`config.mk`:
```
export PLATFORM = sky130hd
export DESIGN_NAME = plan_deviation_segment_tracker
export DESIGN_NICKNAME = d
export VERILOG_FILES = /design/src/hdl/pdst_pkg.sv /design/src/hdl/pdst_front.sv /design/src/hdl/pdst_fifo.sv /design/src/hdl/pdst_back.sv /design/src/hdl/plan_deviation_segment_tracker.sv
export VERILOG_INCLUDE_DIRS = /design/src /design/src/hdl
export SDC_FILE = /design/constraint.sdc
export NUM_CORES = 1
export LEC_CHECK = 0
export BUFFER_PORTS_ARGS = -buffer_cell sky130_fd_sc_hd__buf_2
export CAP_MARGIN = 20
export CORE_AREA = 4 4 380 288
export DETAILED_ROUTE_END_ITERATION = 10
export DIE_AREA = 0 0 384 292
export GPL_ROUTABILITY_DRIVEN = 1
export PLACE_DENSITY = 0.64
export SLEW_MARGIN = 20
export SYNTH_ARGS = -nofsm -noshare
export SYNTH_HDL_FRONTEND = slang
export SYNTH_SLANG_ARGS = --single-unit
```
`constraint.sdc`:
```
create_clock -name clk -period 7.54 [get_ports clk]
set_input_delay 0.377 -clock clk [delete_from_list [all_inputs] [get_ports clk]]
set_output_delay 0.377 -clock clk [all_outputs]
set_load 0.01 [all_outputs]
```
`src/hdl/plan_deviation_segment_tracker_defines.svh`:
```
// Assertion macros shared by the plan deviation segment tracker RTL.
// No dependencies; bodies are empty when SYNTHESIS is defined.
`ifndef PLAN_DEVIATION_SEGMENT_TRACKER_DEFINES_SVH
`define PLAN_DEVIATION_SEGMENT_TRACKER_DEFINES_SVH
`ifndef SYNTHESIS
`define PDST_ASSERT(lbl, clk, rst_n, prop) \
	lbl: assert property (@(posedge clk) disable iff (!rst_n) prop) \
		else $error("pdst: property violated");
`define PDST_NEVER(lbl, clk, rst_n, expr) \
	lbl: assert property (@(posedge clk) disable iff (!rst_n) !(expr)) \
		else $error("pdst: forbidden condition");
`else
`define PDST_ASSERT(lbl, clk, rst_n, prop)
`define PDST_NEVER(lbl, clk, rst_n, expr)
`endif
`endif

```
`src/hdl/pdst_pkg.sv`:
```
// Types and constants of the plan deviation segment tracker.
// Used by the tracker front, the segment queue, the output stage and the top level.
package pdst_pkg;

	localparam int unsigned TIME_W = 32;
	localparam int unsigned MM_W   = 24;

	localparam logic [1:0] REG_PLAN_PRESENT = 2'd0;
	localparam logic [1:0] REG_XT_LIMIT     = 2'd1;
	localparam logic [1:0] REG_ALT_LIMIT    = 2'd2;

	localparam logic CMD_SAMPLE = 1'b0;
	localparam logic CMD_EOT    = 1'b1;

	localparam logic KIND_DEV = 1'b0;
	localparam logic KIND_ALT = 1'b1;

	typedef struct packed {
		logic              plan_present;
		logic [MM_W-1:0]   xt_limit;
		logic [MM_W-1:0]   alt_limit;
	} cfg_t;

	typedef struct packed {
		logic                cmd;
		logic [TIME_W-1:0]   time_ms;
		logic                position_valid;
		logic                deviation_valid;
		logic [MM_W-1:0]     cross_track_mm;
		logic                altitude_error_valid;
		logic [MM_W-1:0]     altitude_error_mm;
	} item_t;

	typedef struct packed {
		logic                valid;
		logic                warn;
		logic [TIME_W-1:0]   start;
		logic [TIME_W-1:0]   stop;
		logic                has_end;
		logic [MM_W-1:0]     peak;
	} seg_t;

	typedef struct packed {
		seg_t dev;
		seg_t alt;
	} entry_t;

endpackage

```
`src/hdl/pdst_front.sv`:
```
// Tracker front: classifies each item and updates both excursion segments.
// Pushes closed segments into the queue as one entry. Depends on pdst_pkg.
module pdst_front (
	input  logic            clk,
	input  logic            arst_n,
	input  pdst_pkg::cfg_t  cfg,
	input  logic            in_valid,
	input  pdst_pkg::item_t in_item,
	input  logic            q_full,
	output logic            q_wr_en,
	output pdst_pkg::entry_t q_wr_data
);
	import pdst_pkg::*;

	logic                accept;
	logic                sample_ok;
	logic [MM_W-1:0]     amag;
	logic                hit_dev, hit_alt;
	logic                sev_dev, sev_alt;
	logic                close_dev, close_alt;

	logic                dev_open_q, alt_open_q;
	logic                dev_warn_q, alt_warn_q;
	logic                dev_seen_q, alt_seen_q;
	logic [TIME_W-1:0]   dev_start_q, alt_start_q;
	logic [TIME_W-1:0]   dev_end_q, alt_end_q;
	logic [MM_W-1:0]     dev_peak_q, alt_peak_q;

	assign accept    = in_valid && !q_full;
	assign sample_ok = (in_item.cmd == CMD_SAMPLE) && in_item.position_valid
		&& in_item.deviation_valid;
	assign amag = in_item.altitude_error_mm[MM_W-1]
		? MM_W'(~in_item.altitude_error_mm + 1'b1) : in_item.altitude_error_mm;

	assign sev_dev = {1'b0, in_item.cross_track_mm} >= {cfg.xt_limit, 1'b0};
	assign sev_alt = {1'b0, amag} >= {cfg.alt_limit, 1'b0};
	assign hit_dev = sample_ok && (cfg.xt_limit != '0)
		&& (in_item.cross_track_mm >= cfg.xt_limit);
	assign hit_alt = sample_ok && (cfg.alt_limit != '0) && in_item.altitude_error_valid
		&& (amag >= cfg.alt_limit);
	assign close_dev = !hit_dev && dev_open_q;
	assign close_alt = !hit_alt && alt_open_q;

	assign q_wr_en = accept && cfg.plan_present && (close_dev || close_alt);

	always_comb begin
		q_wr_data.dev.valid   = close_dev;
		q_wr_data.dev.warn    = dev_warn_q;
		q_wr_data.dev.start   = dev_start_q;
		q_wr_data.dev.stop    = dev_end_q;
		q_wr_data.dev.has_end = dev_seen_q;
		q_wr_data.dev.peak    = dev_peak_q;
		q_wr_data.alt.valid   = close_alt;
		q_wr_data.alt.warn    = alt_warn_q;
		q_wr_data.alt.start   = alt_start_q;
		q_wr_data.alt.stop    = alt_end_q;
		q_wr_data.alt.has_end = alt_seen_q;
		q_wr_data.alt.peak    = alt_peak_q;
	end

	always_ff @(posedge clk or negedge arst_n) begin
		if (!arst_n) begin
			dev_open_q  <= 1'b0;
			dev_warn_q  <= 1'b0;
			dev_seen_q  <= 1'b0;
			dev_start_q <= '0;
			dev_end_q   <= '0;
			dev_peak_q  <= '0;
		end else if (accept) begin
			priority if (!cfg.plan_present) begin
				dev_open_q <= 1'b0;
			end else if (hit_dev && !dev_open_q) begin
				dev_open_q  <= 1'b1;
				dev_start_q <= in_item.time_ms;
				dev_end_q   <= '0;
				dev_seen_q  <= 1'b0;
				dev_peak_q  <= in_item.cross_track_mm;
				dev_warn_q  <= sev_dev;
			end else if (hit_dev) begin
				dev_end_q  <= in_item.time_ms;
				dev_seen_q <= 1'b1;
				if (in_item.cross_track_mm > dev_peak_q) begin
					dev_peak_q <= in_item.cross_track_mm;
				end
				dev_warn_q <= dev_warn_q | sev_dev;
			end else begin
				dev_open_q <= 1'b0;
			end
		end
	end

	always_ff @(posedge clk or negedge arst_n) begin
		if (!arst_n) begin
			alt_open_q  <= 1'b0;
			alt_warn_q  <= 1'b0;
			alt_seen_q  <= 1'b0;
			alt_start_q <= '0;
			alt_end_q   <= '0;
			alt_peak_q  <= '0;
		end else if (accept) begin
			priority if (!cfg.plan_present) begin
				alt_open_q <= 1'b0;
			end else if (hit_alt && !alt_open_q) begin
				alt_open_q  <= 1'b1;
				alt_start_q <= in_item.time_ms;
				alt_end_q   <= '0;
				alt_seen_q  <= 1'b0;
				alt_peak_q  <= amag;
				alt_warn_q  <= sev_alt;
			end else if (hit_alt) begin
				alt_end_q  <= in_item.time_ms;
				alt_seen_q <= 1'b1;
				if (amag > alt_peak_q) begin
					alt_peak_q <= amag;
				end
				alt_warn_q <= alt_warn_q | sev_alt;
			end else begin
				alt_open_q <= 1'b0;
			end
		end
	end

endmodule

```
`src/hdl/pdst_fifo.sv`:
```
// Short queue of closed-segment entries between the tracker front and output stage.
// Depends on pdst_pkg and the assertion macro header.
`include "plan_deviation_segment_tracker_defines.svh"
module pdst_fifo #(
	parameter int unsigned DEPTH = 4
) (
	input  logic             clk,
	input  logic             arst_n,
	input  logic             wr_en,
	input  pdst_pkg::entry_t wr_data,
	input  logic             rd_en,
	output pdst_pkg::entry_t rd_data,
	output logic             full,
	output logic             not_empty
);
	import pdst_pkg::*;

	localparam int unsigned PTR_W = (DEPTH > 1) ? $clog2(DEPTH) : 1;
	localparam int unsigned CNT_W = $clog2(DEPTH + 1);
	localparam logic [PTR_W-1:0] LAST_PTR = PTR_W'(DEPTH - 1);

	entry_t            mem_q [DEPTH];
	logic [PTR_W-1:0]  wr_ptr_q, rd_ptr_q;
	logic [CNT_W-1:0]  count_q;

	assign full      = (count_q == CNT_W'(DEPTH));
	assign not_empty = (count_q != '0);
	assign rd_data   = mem_q[rd_ptr_q];

	always_ff @(posedge clk) begin
		if (wr_en) begin
			mem_q[wr_ptr_q] <= wr_data;
		end
	end

	always_ff @(posedge clk or negedge arst_n) begin
		if (!arst_n) begin
			wr_ptr_q <= '0;
			rd_ptr_q <= '0;
			count_q  <= '0;
		end else begin
			if (wr_en) begin
				wr_ptr_q <= (wr_ptr_q == LAST_PTR) ? '0 : wr_ptr_q + 1'b1;
			end
			if (rd_en) begin
				rd_ptr_q <= (rd_ptr_q == LAST_PTR) ? '0 : rd_ptr_q + 1'b1;
			end
			if (wr_en && !rd_en) begin
				count_q <= count_q + 1'b1;
			end else if (rd_en && !wr_en) begin
				count_q <= count_q - 1'b1;
			end
		end
	end

	`PDST_NEVER(a_no_write_full, clk, arst_n, wr_en && full)
	`PDST_NEVER(a_no_read_empty, clk, arst_n, rd_en && !not_empty)
	`PDST_ASSERT(a_fill_count, clk, arst_n, wr_en && !rd_en |=> count_q == $past(count_q) + 1'b1)
	`PDST_ASSERT(a_ptr_gap, clk, arst_n, !full && not_empty |-> wr_ptr_q != rd_ptr_q)

endmodule

```
`src/hdl/pdst_back.sv`:
```
// Output stage: holds one queue entry and hands out its segments, deviation first.
// Depends on pdst_pkg.
module pdst_back (
	input  logic                         clk,
	input  logic                         arst_n,
	input  logic                         q_not_empty,
	input  pdst_pkg::entry_t             q_rd_data,
	output logic                         q_rd_en,
	input  logic                         pop,
	output logic                         empty,
	output logic                         segment_kind,
	output logic                         severity,
	output logic [pdst_pkg::TIME_W-1:0]  start_time_ms,
	output logic [pdst_pkg::TIME_W-1:0]  end_time_ms,
	output logic                         has_end,
	output logic [pdst_pkg::MM_W-1:0]    peak_mm,
	output logic                         last
);
	import pdst_pkg::*;

	entry_t cur_q;
	seg_t   sel;
	logic   any, both, fire;

	assign any   = cur_q.dev.valid | cur_q.alt.valid;
	assign both  = cur_q.dev.valid & cur_q.alt.valid;
	assign fire  = pop && any;
	assign empty = !any;
	assign q_rd_en = q_not_empty && (!any || (fire && !both));

	assign sel           = cur_q.dev.valid ? cur_q.dev : cur_q.alt;
	assign segment_kind  = cur_q.dev.valid ? KIND_DEV : KIND_ALT;
	assign severity      = sel.warn;
	assign start_time_ms = sel.start;
	assign end_time_ms   = sel.stop;
	assign has_end       = sel.has_end;
	assign peak_mm       = sel.peak;
	assign last          = !both;

	always_ff @(posedge clk or negedge arst_n) begin
		if (!arst_n) begin
			cur_q <= '0;
		end else if (q_rd_en) begin
			cur_q <= q_rd_data;
		end else if (fire) begin
			cur_q.dev.valid <= 1'b0;
			if (!both) begin
				cur_q.alt.valid <= 1'b0;
			end
		end
	end

endmodule

```
`src/hdl/plan_deviation_segment_tracker.sv`:
```
// Plan deviation segment tracker: takes one track sample or end-of-track item per
// cycle whenever full is low; the tracker state updates in that same cycle. Each
// closed segment leaves on the result side with a pop of its own, so an item
// closing both segments needs two pops from the output stage. A queue of
// QUEUE_DEPTH entries sits between the tracker front and the output stage, and
// full rises only when that queue is full. No clearing pass after reset.
module plan_deviation_segment_tracker #(
	parameter int unsigned QUEUE_DEPTH = 4
) (
	input  logic         clk,
	input  logic         arst_n,
	input  logic         psel,
	input  logic         penable,
	input  logic         pwrite,
	input  logic [3:0]   paddr,
	input  logic [31:0]  pwdata,
	output logic [31:0]  prdata,
	output logic         pready,
	input  logic         push,
	output logic         full,
	input  logic         cmd,
	input  logic [31:0]  time_ms,
	input  logic         position_valid,
	input  logic         deviation_valid,
	input  logic [23:0]  cross_track_mm,
	input  logic         altitude_error_valid,
	input  logic signed [23:0] altitude_error_mm,
	output logic         empty,
	input  logic         pop,
	output logic         segment_kind,
	output logic         severity,
	output logic [31:0]  start_time_ms,
	output logic [31:0]  end_time_ms,
	output logic         has_end,
	output logic [23:0]  peak_mm,
	output logic         last
);
	import pdst_pkg::*;

	cfg_t        cfg_q;
	item_t       item;
	logic        cfg_wr;
	logic [1:0]  reg_idx;
	logic        q_wr_en, q_rd_en, q_full, q_not_empty;
	entry_t      q_wr_data, q_rd_data;

	assign pready  = 1'b1;
	assign cfg_wr  = psel && penable && pwrite && pready;
	assign reg_idx = paddr[3:2];

	always_ff @(posedge clk or negedge arst_n) begin
		if (!arst_n) begin
			cfg_q <= '0;
		end else if (cfg_wr) begin
			unique case (reg_idx)
				REG_PLAN_PRESENT: cfg_q.plan_present <= pwdata[0];
				REG_XT_LIMIT:     cfg_q.xt_limit     <= pwdata[MM_W-1:0];
				REG_ALT_LIMIT:    cfg_q.alt_limit    <= pwdata[MM_W-1:0];
				default: ;
			endcase
		end
	end

	always_comb begin
		unique case (reg_idx)
			REG_PLAN_PRESENT: prdata = {31'd0, cfg_q.plan_present};
			REG_XT_LIMIT:     prdata = {8'd0, cfg_q.xt_limit};
			REG_ALT_LIMIT:    prdata = {8'd0, cfg_q.alt_limit};
			default:          prdata = '0;
		endcase
	end

	always_comb begin
		item.cmd                  = cmd;
		item.time_ms              = time_ms;
		item.position_valid       = position_valid;
		item.deviation_valid      = deviation_valid;
		item.cross_track_mm       = cross_track_mm;
		item.altitude_error_valid = altitude_error_valid;
		item.altitude_error_mm    = altitude_error_mm;
	end

	assign full = q_full;

	pdst_front u_front (
		.clk       (clk),
		.arst_n    (arst_n),
		.cfg       (cfg_q),
		.in_valid  (push),
		.in_item   (item),
		.q_full    (q_full),
		.q_wr_en   (q_wr_en),
		.q_wr_data (q_wr_data)
	);

	pdst_fifo #(
		.DEPTH (QUEUE_DEPTH)
	) u_fifo (
		.clk       (clk),
		.arst_n    (arst_n),
		.wr_en     (q_wr_en),
		.wr_data   (q_wr_data),
		.rd_en     (q_rd_en),
		.rd_data   (q_rd_data),
		.full      (q_full),
		.not_empty (q_not_empty)
	);

	pdst_back u_back (
		.clk           (clk),
		.arst_n        (arst_n),
		.q_not_empty   (q_not_empty),
		.q_rd_data     (q_rd_data),
		.q_rd_en       (q_rd_en),
		.pop           (pop),
		.empty         (empty),
		.segment_kind  (segment_kind),
		.severity      (severity),
		.start_time_ms (start_time_ms),
		.end_time_ms   (end_time_ms),
		.has_end       (has_end),
		.peak_mm       (peak_mm),
		.last          (last)
	);

endmodule
```
==> results.sh, run 1 <==
export IMPL_outcome="finished, final reports clean"
export IMPL_crit_path_end_kind="flip-flop"
export IMPL_worst_slack_ns=2.05
export IMPL_htreeDepth=3
export IMPL_drive_gt1_frac=0.326
export IMPL_syn_area_um2=47200
export IMPL_stdcell_area_um2=54700
export IMPL_viasPerCell=5.49
export IMPL_fin_skew_ns=0.0402
export IMPL_clock_fmax_mhz=182
export IMPL_cts_buffers=109
export IMPL_port_buffer_count=234
export IMPL_yosysWarnings=0
export IMPL_crit_fanout=52
export IMPL_routed_wirelength_um=108000
export IMPL_hold_depth=2
export IMPL_fp_row_count=103
export IMPL_worstPathRequired_ns=7.88
export IMPL_wl_per_cell_um=23.4
export IMPL_yosysTopAreaCellShare=0.463
export IMPL_post_cts_resized=0
export IMPL_cts_clk_slew_worst_paths_ns=0.06
export IMPL_tightestPinTransition_ns=1.12
export IMPL_synth_edff_count=728
export IMPL_ys_seq_area_frac=0.686
export IMPL_gp_congestion=0.887
export IMPL_synth_main_ff_cell="edfxtp_1"
export IMPL_async_flop_share=0.366
export IMPL_whs_ns=0.0643
export IMPL_r2r_cells=11
export IMPL_synthTopCellsByCount="edfxtp_1 (728), dfrtp_1 (420), mux2_2 (390)"
export IMPL_placed_area_um2=50100
export IMPL_cts_tree="done"
export IMPL_firstDrtPassIters=5
export IMPL_fin_crit_ns=5.49
export IMPL_cts_sinks=1148
export IMPL_coreArea_um2=105000
export IMPL_slew_headroom=0.256
export IMPL_vias=25299
export IMPL_ys_types=59
export IMPL_ys_ff_latch=1148
export IMPL_grt_first_pass_wirelength_um=166000
export IMPL_tns_ns=0
export IMPL_dieWidth_um=384
export IMPL_gr_total_overflow=0
export IMPL_drc=0
export IMPL_yosysTopAreaCell="edfxtp_1"
export IMPL_rsz0062_at_grt="no"
export IMPL_die_area_um2=112000
export IMPL_ctsRootBufferMaster="clkbuf_16"
export IMPL_start_util=0.448
export IMPL_synth_area_per_cell_um2=17.1
export IMPL_reg2reg_from="cfg_q[47]$_DFFE_PN0P_"
export IMPL_post_cts_buffers=0
export IMPL_worst_setup_path_start_kind="input port"
export IMPL_dp_slack_ns=1.33
export IMPL_yosysMostFrequentCell="edfxtp_1"
export IMPL_hp_class="input port to flip-flop"
export IMPL_setup_viol=0
export IMPL_grt_pass1_vias=26579
export IMPL_first_iter_violations=1798
export IMPL_grt_total_usage=0.194
export IMPL_die_h_um=292
export IMPL_area_growth_syn_to_layout_pct=15.9
export IMPL_grt_max_degree=141
export IMPL_leakagePower_nw=20.6
export IMPL_ir_drop_mv=0.353
export IMPL_clock_latency_ns=0.72
export IMPL_antenna_found_initial=5
export IMPL_min_from="cross_track_mm[13]"
export IMPL_nNetsFinal=3371
export IMPL_dp_hpwl_um=65200
export IMPL_arrival_ns=5.83
export IMPL_drv_cap=0
export IMPL_pin_count=254
export IMPL_drv_slew=0
export IMPL_cp_startpoint="altitude_error_mm[5]"
export IMPL_yosys_top_cells_area="edfxtp_1 (46%), dfrtp_1 (22%), mux2_2 (9.3%), mux4_2 (8.7%), ha_1 (3.9%)"
export IMPL_syn_inst=2758
export IMPL_postCtsHoldBufs=80
export IMPL_hold_violations=0
export IMPL_antenna_left=0
export IMPL_critPathKind="input port to flip-flop"
export IMPL_finalCritPeriodShare=0.728
export IMPL_p_per_area_nw_per_um2=348
export IMPL_cts_buffer_depth=3
-- layer usage --
layer,track usage,part of all wire,vias to the layer above
met5,0,0.000065,-
met4,0.0531,0.025,2
met3,0.0396,0.055,155
met2,0.305,0.47,621
met1,0.277,0.45,13267
li1,-,-,11254
-- path summary, 6_finish.rpt --
path / end / slack, ns
min reg2reg: u_back.cur_q[179]$_DFFE_PN0P_ / 0.50
min in group asynchronous: u_back.cur_q[96]$_DFFE_PN0P_ / 0.29
max reg2reg: u_front.dev_peak_q[14]$_DFFE_PN0P_ / 2.79
max: u_fifo.mem_q[0][145]$_DFFE_PP_ / 2.05
min: u_front.dev_peak_q[13]$_DFFE_PN0P_ / 0.06
max in group asynchronous: u_back.cur_q[181]$_DFFE_PN0P_ / 5.67
-- critical path, cell delays in order --
cell and delay, ns:
buf_2 0.11, or4_4 0.58, nor4b_4 0.24, nand3_1 0.20, or3_1 0.49, o21ai_1 0.21
xnor2_1 0.25, ha_1 0.33, a21oi_1 0.18, o21ai_0 0.14, a22oi_1 0.26, nand3_1 0.10
o21ai_0 0.54, o21ba_2 0.36, and2_4 0.85, buf_4 0.55
-- power breakdown --
part	leakage [nW]	total (mW)	switching [mW]	internal, mW
Sequential	11.9	8.23	0.691	7.54
Combinational	6.81	5.10	2.42	2.68
Clock	1.84	5.68	2.40	3.28
Total	20.6	19.0	5.51	13.5
-- metrics by stage --
step | std cells | util | power (mW)
6_report | 4610 | 0.520 | 19.0
5_1_grt | 4608 | 0.519 | 20.0
3_5_place_dp | 4320 | 0.476 | 13.5
3_3_place_gp | 4320 | 0.476 | 13.4
2_1_floorplan | 2765 | - | 11.7
4_1_cts | 4608 | 0.519 | 19.3
-- state kept, by name, indices dropped and copies added, names as in the netlist, 3 cells and up --
register	flops
u_front.dev_start_q	32
u_fifo.count_q	3
u_back.cur_q	182
u_front.dev_peak_q	24
u_front.alt_peak_q	24
u_front.dev_end_q	32
u_front.alt_end_q	32
cfg_q	49
u_fifo.mem_q	728
u_front.alt_start_q	32
-- cells by family (layout without fill, tap and decap cells) --
group / Yosys count / count (layout) / share of synthesized area
AO/OA/AOI/OAI: 291 / 291 / 0.0377
other: 2 / 11 / 0.000159
buffers and inverters: 240 / 666 / 0.0201
AND/OR/NAND/NOR: 328 / 328 / 0.0315
flip-flops: 1148 / 1148 / 0.686
XOR/XNOR: 24 / 24 / 0.00445
adder cells (fa/ha/maj): 150 / 150 / 0.0399
multiplexers: 575 / 575 / 0.180
-- final cells by class --
cell class / instances / area, um^2
fillers: 8500 / 50600
diodes: 2 / 5.00
inverters: 108 / 405
repair buffers: 350 / 2400
clock inverters: 67 / 791
multi-input cells: 1377 / 14000
well taps: 1417 / 1770
flip-flops and latches: 1148 / 32400
clock buffers: 141 / 2970
-- cells in the final DEF, fill, tap and decap left out, drive strengths merged, types with 8 or more instances in the layout --
master	synthesis	layout
dlygate4sd3	0	80
o21ai	150	150
ha	149	149
conb	2	9
a21oi	44	44
or3	9	9
o211ai	8	8
mux4	182	182
inv	108	114
mux2	390	390
clkinv	0	44
a211oi	8	8
nor4	15	15
nand2	218	218
xnor2	21	21
bufinv	0	14
a21o	28	28
edfxtp	728	728
dfrtp	420	420
nand4	26	26
buf	38	270
a22o	24	24
clkbuf	94	141
nor2	21	21
Note: power is estimated with default switching activity, not from simulation.
==> run 2: changes to the inputs <==
Settings changed: PLACE_DENSITY 0.64 to 0.67.
Clock period 7.54 ns to 4.45 ns, I/O delays scaled along.
==> run 2 against run 1 <==
Against the previous run: routed wire length increased by 3.1%; hold slack better by 0.0076 ns; design area up 2.6%; critical path depth rose by 5; first-iteration DRC count increased by 24%; sequential cell count is the same; total power increased by 72%; sequential share of layout area is 1.5 points lower; clock-buffer cell count up 4; register-to-register slack worse by 1.9 ns; global-route usage up 0.60 points; core utilization rose by 1.4 points.
==> results.sh, run 2 (synthesized netlist as in run 1, its figures left out) <==
export IMPL_gr_total_overflow=0
export IMPL_first_iter_violations=2228
export IMPL_cts_clk_slew_worst_paths_ns=0.06
export IMPL_reg2reg_from="cfg_q[23]$_DFFE_PN0P_"
export IMPL_grt_first_pass_wirelength_um=170000
export IMPL_worst_slack_ns=0.270
export IMPL_nFillCells=8278
export IMPL_worst_setup_path_start_kind="input port"
export IMPL_reg_top3="u_fifo.mem_q (728), u_back.cur_q (182), cfg_q (49)"
export IMPL_coreArea_um2=105000
export IMPL_viasPerCell=5.46
export IMPL_regArea_um2=32400
export IMPL_area_growth_syn_to_layout_pct=18.9
export IMPL_grt_max_degree=185
export IMPL_fin_crit_ns=4.18
export IMPL_cp_startpoint="altitude_error_mm[0]"
export IMPL_post_cts_buffers=0
export IMPL_gp_congestion=0.870
export IMPL_antenna_left=0
export IMPL_rsz0062_at_grt="no"
export IMPL_worstPathRequired_ns=5.03
export IMPL_critPathKind="input port to flip-flop"
export IMPL_grt_pass1_vias=26938
export IMPL_crit_fanout=4
export IMPL_top_register="u_fifo.mem_q"
export IMPL_slew_headroom=0.335
export IMPL_min_from="penable"
export IMPL_dp_hpwl_um=73500
export IMPL_antenna_found_initial=5
export IMPL_cts_tree="done"
export IMPL_p_per_area_nw_per_um2=581
export IMPL_cpPeakStageDelay_ns=0.53
export IMPL_cp_top_family="buffers and inverters"
export IMPL_grt_total_usage=0.200
export IMPL_routed_wirelength_um=111000
export IMPL_final_common_cell="edfxtp_1"
export IMPL_cts_sinks=1148
export IMPL_tightestPinTransition_ns=0.993
export IMPL_die_area_um2=112000
export IMPL_drv_slew=0
export IMPL_hold_violations=0
export IMPL_ctsRootBufferMaster="clkbuf_16"
export IMPL_p_total_mw=32.6
export IMPL_drc=0
export IMPL_htreeDepth=3
export IMPL_met1_usage=0.295
export IMPL_busiest_layer="met2"
export IMPL_nNetsFinal=3471
export IMPL_vias=25723
export IMPL_leakagePower_nw=21.3
export IMPL_fin_skew_ns=0.0766
export IMPL_port_buffer_count=234
export IMPL_grtUsageMet2=0.309
export IMPL_die_h_um=292
export IMPL_final_cell_mix="edfxtp_1 (728), dfrtp_1 (415), mux2_2 (390), buf_2 (233), nand2_1 (218)"
export IMPL_dieWidth_um=384
export IMPL_worstPathCellList="dlygate4sd3_1 -> buf_2 -> inv_2 -> ha_1 -> nand2_1 -> or3_4 -> o31ai_4 -> xnor2_1 -> ha_1 -> nand4_1 -> nor4_2 -> buf_4 -> nand2_1 -> o21ai_0 -> buf_4 -> o21ai_2 -> o21ba_2 -> ha_1 -> inv_1 -> fa_1 -> mux2_2"
export IMPL_firstDrtPassIters=5
export IMPL_cp_common_cell="ha_1"
export IMPL_wl_per_cell_um=23.6
export IMPL_multiInputGateArea_um2=14100
export IMPL_clock_latency_ns=0.73
export IMPL_tns_ns=0
export IMPL_fp_row_count=103
export IMPL_drive_gt1_frac=0.350
export IMPL_finalCritPeriodShare=0.939
export IMPL_arrival_ns=4.76
export IMPL_start_util=0.448
export IMPL_cp_slowest_cell="dlygate4sd3_1"
export IMPL_outcome="finished, final reports clean"
export IMPL_cts_buffer_depth=3
export IMPL_drv_cap=0
export IMPL_cp_num_buf_inv=6
export IMPL_largest_reg_flops=728
export IMPL_setup_viol=0
export IMPL_pin_count=254
export IMPL_crit_path_end_kind="flip-flop"
export IMPL_grtUsageMet3=0.0363
export IMPL_cts_buffers=108
export IMPL_clock_fmax_mhz=239
export IMPL_ir_drop_mv=0.484
export IMPL_hp_class="input port to flip-flop"
export IMPL_dp_slack_ns=-0.453
-- run 2: changes by cell type in the layout (fill, tap and decap cells not counted), sizes merged, moves of 2 or more --
cell         previous run  this run
dlygate4sd3            80        88
diode                   2         4
clkbuf                141       145
buf                   270       363
clkinv                 44        37
clkinvlp                3         5
inv                   114       112
-- run 2: repair_timing --
action                     CTS  global route
setup endpoints to repair    0             2
hold buffers                88             0
gates resized for setup      0             2
hold endpoints to repair   287             0
-- run 2: worst min-delay path, delay by kind of cell --
family / cells / cell delay (ns)
muxes: 1 / 0.22
and+or+nand+nor: 2 / 0.21
buffers and inverters: 1 / 0.09
-- run 2: layout make-up --
type | instances | share of cell area
multi-input cells | 1377 | 0.250
diodes | 4 | 0.000178
clock inverters | 61 | 0.0151
repair buffers | 451 | 0.0653
flip-flops and latches | 1148 | 0.577
clock buffers | 145 | 0.0533
inverters | 108 | 0.00722
well taps | 1417 | 0.0316
-- run 2: per-layer routing --
metal,vias up,share of wire,wire (um)
met5,-,0.00029,32
met4,4,0.021,2390
met3,164,0.051,5640
met2,646,0.47,51800
met1,13471,0.46,51400
li1,11438,-,-
-- run 2: power by group --
group | switching [mW] | internal (mW) | total [mW]
clock | 4.08 | 5.65 | 9.73
sequential | 1.19 | 12.8 | 14.0
combinational | 4.25 | 4.66 | 8.92
-- run 2: path summary, 6_finish.rpt --
kind / endpoint / slack [ns] / cells past startpoint
min in group asynchronous: u_front.dev_start_q[10]$_DFFE_PN0P_ / 0.17 / 2
max in group asynchronous: u_front.dev_peak_q[1]$_DFFE_PN0P_ / 3.04 / 3
worst min register to register: u_fifo.mem_q[3][118]$_DFFE_PP_ / 0.48 / 0
worst max register to register: u_fifo.count_q[1]$_DFFE_PN0P_ / 0.94 / 14
worst max-delay path: u_fifo.count_q[1]$_DFFE_PN0P_ / 0.27 / 21
worst min-delay path: cfg_q[48]$_DFFE_PN0P_ / 0.07 / 4
-- run 2: metrics by stage --
step | hold slack, ns | utilization | instance area, um^2 | cells
after floorplan | -0.0731 | - | 47300 | 2765
after global placement | 0.323 | 0.488 | 51400 | 4412
after detailed placement | 0.331 | 0.488 | 51400 | 4412
after CTS | 0.0174 | 0.533 | 56100 | 4706
after global routing | 0.0547 | 0.533 | 56100 | 4707
final | 0.0719 | 0.533 | 56100 | 4711
